--- src/hw/rtl/cdcq_pkg.sv ---
// Shared types and constants of the coalescing deferred-call queue.
// No dependencies; used by the top level and the port checker.
package cdcq_pkg;

    localparam int HANDLER_W = 16;
    localparam int ARG_W     = 32;
    localparam int ENTRY_W   = HANDLER_W + ARG_W;
    localparam int STATUS_W  = 3;
    localparam int S_DATA_W  = 48;
    localparam int M_DATA_W  = 56;

    // Result status codes.
    typedef enum logic [STATUS_W-1:0] {
        STATUS_QUEUED    = 3'd0,
        STATUS_COALESCED = 3'd1,
        STATUS_OVERFLOW  = 3'd2,
        STATUS_DELIVERED = 3'd3,
        STATUS_EMPTY     = 3'd4
    } status_t;

    // Input command codes.
    localparam logic CMD_ENQUEUE = 1'b0;
    localparam logic CMD_DRAIN   = 1'b1;

endpackage

--- src/hw/rtl/cdcq_ram.sv ---
// Generic single-write, single-read RAM with registered read data.
// No dependencies.
module cdcq_ram #(
    parameter int WIDTH = 48,
    parameter int DEPTH = 64
) (
    input  logic                     aclk,
    input  logic                     wr_en,
    input  logic [$clog2(DEPTH)-1:0] wr_addr,
    input  logic [WIDTH-1:0]         wr_data,
    input  logic                     rd_en,
    input  logic [$clog2(DEPTH)-1:0] rd_addr,
    output logic [WIDTH-1:0]         rd_data
);

    logic [WIDTH-1:0] mem [DEPTH];

    always_ff @(posedge aclk) begin
        if (wr_en) begin
            mem[wr_addr] <= wr_data;
        end
        if (rd_en) begin
            rd_data <= mem[rd_addr];
        end
    end

endmodule

--- src/hw/rtl/coalescing_deferred_call_queue.sv ---
// Coalescing deferred-call queue: top level with sequencer and scan compare.
// Depends on cdcq_pkg and cdcq_ram.
// Usage
//   s_* channel: one beat is a command. s_tuser[0] selects enqueue (0) or
//     drain (1); s_tdata carries handler id and argument.
//   m_* channel: result beats. m_tuser holds the status code, m_tdata the
//     delivered handler/argument and the soft interrupt request flag,
//     m_tlast marks the final result of a command.
//   cfg_we/cfg_wdata: write reissue_always; write only while idle.
// Operation
//   An enqueue reads the queued entries from the entry RAM in order, oldest
//   first, through one comparator, and stops at the first match. A drain of
//   N entries streams one beat per cycle while m_tready does not stall it,
//   after the registered RAM read; an empty drain gives its single beat.
//   s_tready is high only between commands, so one command is in flight
//   at a time.
// Reset and stall
//   Synchronous active-low reset empties the queue and sets reissue_always;
//   entry storage is not cleared. A stalled m_tready holds the output beat;
//   drain and result steps wait for it, while a scan keeps running.
module coalescing_deferred_call_queue
    import cdcq_pkg::*;
#(
    parameter int QUEUE_DEPTH = 64
) (
    input  logic                aclk,
    input  logic                aresetn,
    // configuration
    input  logic                cfg_we,
    input  logic                cfg_wdata,   // reissue_always
    // command stream
    input  logic                s_tvalid,
    output logic                s_tready,
    input  logic [S_DATA_W-1:0] s_tdata,     // [15:0] handler_id, [47:16] argument
    input  logic [0:0]          s_tuser,     // [0] command
    // result stream
    output logic                m_tvalid,
    input  logic                m_tready,
    output logic [M_DATA_W-1:0] m_tdata,     // [15:0] out_handler,
                                             // [47:16] out_argument,
                                             // [48] soft_int_request, [55:49] zero
    output logic [STATUS_W-1:0] m_tuser,     // [2:0] status
    output logic                m_tlast      // last
);

    localparam int IDX_W = $clog2(QUEUE_DEPTH);
    localparam int CNT_W = $clog2(QUEUE_DEPTH + 1);

    typedef enum logic [1:0] {
        ST_IDLE,
        ST_SCAN,
        ST_DRAIN,
        ST_RESULT
    } state_t;

    state_t              state_reg;
    logic [IDX_W-1:0]    head_reg;
    logic [IDX_W-1:0]    tail_reg;
    logic [CNT_W-1:0]    count_reg;
    logic [IDX_W-1:0]    pos_reg;
    logic [CNT_W-1:0]    rem_reg;
    logic [ENTRY_W-1:0]  key_reg;
    status_t             res_status_reg;
    logic                reissue_reg;

    logic                m_valid_reg;
    logic [M_DATA_W-1:0] m_data_reg;
    status_t             m_status_reg;
    logic                m_last_reg;

    logic                accept;
    logic                out_free;
    logic                out_load;
    logic                key_match;
    logic                queue_full;
    logic                rd_en;
    logic [IDX_W-1:0]    rd_addr;
    logic [ENTRY_W-1:0]  rd_data;
    logic                wr_en;
    logic                sir;

    function automatic logic [IDX_W-1:0] next_slot(input logic [IDX_W-1:0] i);
        next_slot = (i == IDX_W'(QUEUE_DEPTH - 1)) ? '0 : i + IDX_W'(1);
    endfunction

    assign s_tready   = (state_reg == ST_IDLE);
    assign accept     = s_tvalid && s_tready;
    assign out_free   = !m_valid_reg || m_tready;
    assign out_load   = out_free && ((state_reg == ST_DRAIN) || (state_reg == ST_RESULT));
    // single comparator: one stored entry per cycle against the held key
    assign key_match  = (rd_data == key_reg);
    assign queue_full = (count_reg == CNT_W'(QUEUE_DEPTH));

    // Read the oldest entry on accept, then walk forward one slot per read.
    always_comb begin
        rd_addr = (state_reg == ST_IDLE) ? head_reg : pos_reg;
        case (state_reg)
            ST_IDLE:  rd_en = accept && (count_reg != '0);
            ST_SCAN:  rd_en = !key_match && (rem_reg != CNT_W'(1));
            ST_DRAIN: rd_en = out_free && (rem_reg != CNT_W'(1));
            default:  rd_en = 1'b0;
        endcase
    end

    // Append only when the result beat for a new pair leaves.
    assign wr_en = (state_reg == ST_RESULT) && out_free
                   && (res_status_reg == STATUS_QUEUED);

    always_comb begin
        case (res_status_reg)
            STATUS_QUEUED:    sir = (count_reg == '0) || reissue_reg;
            STATUS_COALESCED: sir = reissue_reg;
            default:          sir = 1'b0;
        endcase
    end

    cdcq_ram #(
        .WIDTH (ENTRY_W),
        .DEPTH (QUEUE_DEPTH)
    ) u_ram (
        .aclk    (aclk),
        .wr_en   (wr_en),
        .wr_addr (tail_reg),
        .wr_data (key_reg),
        .rd_en   (rd_en),
        .rd_addr (rd_addr),
        .rd_data (rd_data)
    );

    always_ff @(posedge aclk) begin
        if (!aresetn) begin
            state_reg   <= ST_IDLE;
            head_reg    <= '0;
            tail_reg    <= '0;
            count_reg   <= '0;
            reissue_reg <= 1'b1;
            m_valid_reg <= 1'b0;
        end else begin
            if (cfg_we) begin
                reissue_reg <= cfg_wdata;
            end
            // raise valid on a new load, drop the beat once taken
            if (out_load) begin
                m_valid_reg <= 1'b1;
            end else if (m_tready) begin
                m_valid_reg <= 1'b0;
            end

            case (state_reg)
                ST_IDLE: begin
                    if (accept) begin
                        key_reg <= {s_tdata[HANDLER_W +: ARG_W], s_tdata[HANDLER_W-1:0]};
                        pos_reg <= next_slot(head_reg);
                        rem_reg <= count_reg;
                        if (count_reg == '0) begin
                            res_status_reg <= (s_tuser[0] == CMD_DRAIN) ? STATUS_EMPTY
                                                                        : STATUS_QUEUED;
                            state_reg      <= ST_RESULT;
                        end else if (s_tuser[0] == CMD_DRAIN) begin
                            state_reg <= ST_DRAIN;
                        end else begin
                            state_reg <= ST_SCAN;
                        end
                    end
                end

                ST_SCAN: begin
                    if (key_match) begin
                        res_status_reg <= STATUS_COALESCED;
                        state_reg      <= ST_RESULT;
                    end else if (rem_reg == CNT_W'(1)) begin
                        res_status_reg <= queue_full ? STATUS_OVERFLOW : STATUS_QUEUED;
                        state_reg      <= ST_RESULT;
                    end else begin
                        // advance to the next stored entry
                        pos_reg <= next_slot(pos_reg);
                        rem_reg <= rem_reg - CNT_W'(1);
                    end
                end

                ST_DRAIN: begin
                    if (out_free) begin
                        m_status_reg <= STATUS_DELIVERED;
                        m_data_reg   <= M_DATA_W'(rd_data);
                        m_last_reg   <= (rem_reg == CNT_W'(1));
                        if (rem_reg == CNT_W'(1)) begin
                            head_reg  <= tail_reg;
                            count_reg <= '0;
                            state_reg <= ST_IDLE;
                        end else begin
                            pos_reg <= next_slot(pos_reg);
                            rem_reg <= rem_reg - CNT_W'(1);
                        end
                    end
                end

                ST_RESULT: begin
                    if (out_free) begin
                        m_status_reg <= res_status_reg;
                        m_data_reg   <= {{(M_DATA_W - ENTRY_W - 1){1'b0}}, sir,
                                         {ENTRY_W{1'b0}}};
                        m_last_reg   <= 1'b1;
                        if (res_status_reg == STATUS_QUEUED) begin
                            tail_reg  <= next_slot(tail_reg);
                            count_reg <= count_reg + CNT_W'(1);
                        end
                        state_reg <= ST_IDLE;
                    end
                end

                default: begin
                    state_reg <= ST_IDLE;
                end
            endcase
        end
    end

    assign m_tvalid = m_valid_reg;
    assign m_tdata  = m_data_reg;
    assign m_tuser  = m_status_reg;
    assign m_tlast  = m_last_reg;

endmodule

--- config.mk ---
export PLATFORM = sky130hd
export DESIGN_NAME = coalescing_deferred_call_queue
export DESIGN_NICKNAME = d
export VERILOG_FILES = /design/src/hw/rtl/cdcq_pkg.sv /design/src/hw/rtl/cdcq_ram.sv /design/src/hw/rtl/coalescing_deferred_call_queue.sv
export SDC_FILE = /design/constraint.sdc
export NUM_CORES = 2
export LEC_CHECK = 0
export BUFFER_PORTS_ARGS = -buffer_cell sky130_fd_sc_hd__buf_4
export CAP_MARGIN = 20
export CORE_MARGIN = 2
export CORE_UTILIZATION = 60
export CTS_BUF_LIST = sky130_fd_sc_hd__clkbuf_16
export DETAILED_ROUTE_END_ITERATION = 8
export PLACE_DENSITY = 0.72
export SLEW_MARGIN = 40
export SYNTH_ARGS = -nofsm -noshare
export SYNTH_HDL_FRONTEND = slang
export SYNTH_SLANG_ARGS = --single-unit
--- constraint.sdc ---
create_clock -name aclk -period 13.18 [get_ports aclk]
set_input_delay 2.636 -clock aclk [delete_from_list [all_inputs] [get_ports aclk]]
set_output_delay 2.636 -clock aclk [all_outputs]
set_load 0.005 [all_outputs]
==> impl_summary.log <==
[metrics] synthesized netlist cell count: 6616
[metrics] EDFF count, synth: 3237
[metrics] clock sink total: 3260
[metrics] final count of pins violating max slew: 0
[metrics] Placed Instance Area: 131000 µm²
[metrics] number of buffers created by CTS: 333
[metrics] leak pwr: between 50 and 60 nW
[metrics] initial antenna violation count: 19
[metrics] Worst-Margin Slew: 0.994 ns
[metrics] arrival time of data at the critical path endpoint: 6.07 ns
[metrics] crit path setup slack, layout: 7.75 ns
[metrics] share of the clock period used by the worst path after layout: 0.412
[metrics] post_cts resized: 0
[metrics] Die Footprint: 211000 µm²
[metrics] clock period minus worst slack: around 5.4 ns
[metrics] delay-heaviest family, CP: buffers and inverters
[metrics] area share of the largest cell type after synthesis: 0.782
[metrics] remaining antenna violation count: 0
[metrics] final instance area: 141000 µm²
[metrics] final worst clock skew: around 0.06 ns
[metrics] core outline area: roughly 210000 µm²
[metrics] unrepaired setup endpoints after global routing: false
[metrics] first drt pass iteration count: 6
[metrics] fraction of synthesis flops using an asynchronous set or reset pin: 0
[metrics] y dimension of the die: 459 µm
[metrics] floorplan row count: 167
[metrics] flip-flop count of the largest register after layout: 3072
[metrics] sequential-to-total area share from yosys stat: 0.786
[metrics] clock tree from TritonCTS: done
[metrics] floorplan die width: between 400 and 500 µm
[metrics] Hold Crit Class: reg -> reg
[metrics] pin count of the biggest net entering global routing: 123
[metrics] prevailing post-synth register cell: sky130_fd_sc_hd__edfxtp_1
[metrics] number of remaining DRC errors: 0
[metrics] RD Place Congestion: 0.868
[metrics] total routing usage reported by global routing: 0.316
[metrics] DR iter-0 viols: approximately 10000
[metrics] number of setup buffers added after CTS: 0
[metrics] combined area of the multi-input logic cells: 26200 µm²
[metrics] effective utilization at floorplan: 0.602
[metrics] commonest cells after routing, fill and taps aside: sky130_fd_sc_hd__edfxtp_1, sky130_fd_sc_hd__mux2i_1, sky130_fd_sc_hd__o22ai_1
[metrics] series of cell instances along the critical path: inv_1, ha_1, buf_4, mux2i_4, buf_12, buf_4, buf_12, mux2i_1, o22ai_1, o41ai_1, o2111ai_1
[metrics] kind of critical path: reg -> reg
[metrics] fin nets: 7018
[metrics] maximum fanout along the worst path: 104
[metrics] first-pass GRT wire length: 472 mm
[metrics] Port Buffers: 109
[metrics] mean instance size in the synthesized netlist: around 19 µm²
[metrics] final HPWL from detailed placement: 196 mm
[metrics] Mapped Area: 124000 µm²
[metrics] Total Routed Length: 337 mm
[metrics] CTS max path bufs: 4
[metrics] synthesis-to-layout area growth: 13.5%
[metrics] number of violations of the max-capacitance limit: 0
[metrics] leading post-synthesis cells by cell area: sky130_fd_sc_hd__edfxtp_1, sky130_fd_sc_hd__mux2i_1, sky130_fd_sc_hd__o22ai_1, sky130_fd_sc_hd__o41ai_1, sky130_fd_sc_hd__buf_2
[metrics] startpoint types: flip-flop
[metrics] result of the run: complete, no violations
[metrics] insertion delay of the later-clocked pin in the worst-skew pair: 0.97 ns
[metrics] worst stage delay on the critical path: 0.92 ns
[metrics] number of distinct library cells after synthesis: 49
[metrics] final setup violation count: 0
[metrics] total power per unit cell area: about 200 nW/µm²
[metrics] drt wl/cell: roughly 34 µm
[metrics] count of hold buffers inserted by post-cts repair: 0
[metrics] Top Ports: 117
[metrics] accumulated negative setup slack: 0 ns
[metrics] vias: roughly 67000
[metrics] cell at the slowest stage of the critical path: sky130_fd_sc_hd__o41ai_1
[metrics] register with the highest flop count: u_ram.mem
[metrics] layout cell share with drive strength beyond 1: 0.138
[metrics] GRT Residual Overflow: 0
[metrics] worst IR drop on VDD: 0.165 mV
[metrics] deepest level of the CTS H-tree: 5
[metrics] max_slew headroom: 0.329
[metrics] detail-routed via count per cell: 6.77
[metrics] critical path buffer and inverter count: 5
[metrics] worst slack, placed: 6.90 ns
[metrics] peak clock frequency supported by timing: 0.184 GHz
[metrics] Seq. cell area: 97700 µm²
[metrics] number of warning messages in the yosys log: 0
[metrics] number of register bits inferred by synthesis: roughly 3300
[metrics] vias in the first global route: 64200
[metrics] most common library cell in the layout ignoring fill and taps: sky130_fd_sc_hd__edfxtp_1
[metrics] Clk pin slew, worst setup/hold paths: 0.06 ns
[metrics] worst endpoint required time: 13.82 ns
[metrics] post-synthesis cell type with the largest combined area: sky130_fd_sc_hd__edfxtp_1
[metrics] number of fill cells: 12900
[metrics] crit end category: flip-flop
[metrics] CTS Root Buffer Type: sky130_fd_sc_hd__clkbuf_16
[metrics] number of endpoints with negative hold slack in the final report: 0
-- worst paths after layout --
kind / from / end / slack, ns / depth (start not counted)
max: state_reg[0] / u_ram.rd_data[24] / 7.75 / 11
min reg2reg: state_reg[0] / state_reg[0] / 0.54 / 2
min: state_reg[0] / state_reg[0] / 0.54 / 2
max reg2reg: state_reg[0] / u_ram.rd_data[24] / 7.75 / 11
-- per-stage QoR --
stage | total power, mW | hold WS (ns) | cells | util
2_1_floorplan | 16.6 | 0.442 | 6622 | -
3_3_place_gp | 19.2 | 0.497 | 9290 | 0.627
3_5_place_dp | 19.5 | 0.529 | 9310 | 0.632
4_1_cts | 28.2 | 0.535 | 9881 | 0.682
5_1_grt | 29.1 | 0.559 | 9892 | 0.683
6_report | 28.4 | 0.537 | 9898 | 0.683
-- layer usage --
layer,wire [µm],vias up,share of wire,track usage
met5,46,-,0.00014,0
met4,13800,6,0.041,0.122
met3,43400,630,0.13,0.0873
met2,153000,4234,0.45,0.473
met1,127000,34400,0.38,0.447
li1,-,27800,-,-
-- synth_stat cells (16+ instances only) --
cell type / n
sky130_fd_sc_hd__edfxtp_1: 3237
sky130_fd_sc_hd__mux2i_1: 1543
sky130_fd_sc_hd__o22ai_1: 771
sky130_fd_sc_hd__nor4_1: 52
sky130_fd_sc_hd__o2111ai_1: 50
sky130_fd_sc_hd__nand2_1: 39
sky130_fd_sc_hd__buf_6: 18
sky130_fd_sc_hd__buf_4: 41
sky130_fd_sc_hd__xnor2_1: 60
sky130_fd_sc_hd__clkbuf_1: 154
sky130_fd_sc_hd__dfxtp_1: 23
sky130_fd_sc_hd__nor2_1: 91
sky130_fd_sc_hd__o41ai_1: 141
sky130_fd_sc_hd__buf_2: 152
sky130_fd_sc_hd__nand3_1: 23
sky130_fd_sc_hd__nand4_1: 16
sky130_fd_sc_hd__nor2b_1: 56
sky130_fd_sc_hd__buf_1: 27
-- cells by family (layout without fill, tap and decap cells) --
family                     after synthesis  after routing  synth area share
xor gates and xnor gates                68             68           0.00479
adders and majority gates               12             12           0.00121
and+or+nand+nor                        313            313            0.0130
AOI/OAI and AO/OA                     1013           1013            0.0549
DFF                                   3260           3260             0.786
muxes                                 1545           1545             0.124
other                                    1             14         0.0000302
buffers and inverters                  404            969            0.0161
-- worst register-to-register path, delay by kind of cell, from the launching register on --
kind                     cells  cell delay (ns)
buffers and inverters        5             2.56
AO/OA/AOI/OAI                3             1.24
multiplexers                 2             0.82
flip-flops                   1             0.36
adder cells (fa/ha/maj)      1             0.16
-- report_power, final --
part | internal (mW) | switching [mW]
clock | 5.14 | 3.76
combinational | 2.56 | 4.70
sequential | 11.9 | 0.270
-- final cells by class --
class,count,share of cell area
clock buffers,341,0.0605
inverters,12,0.000355
repair buffers,386,0.0255
clock inverters,230,0.0116
multi-input cells,2958,0.186
diodes,7,0.000124
well taps,2704,0.0240
flip-flops and latches,3260,0.692
No activity file was read; power rests on OpenSTA's default activity.
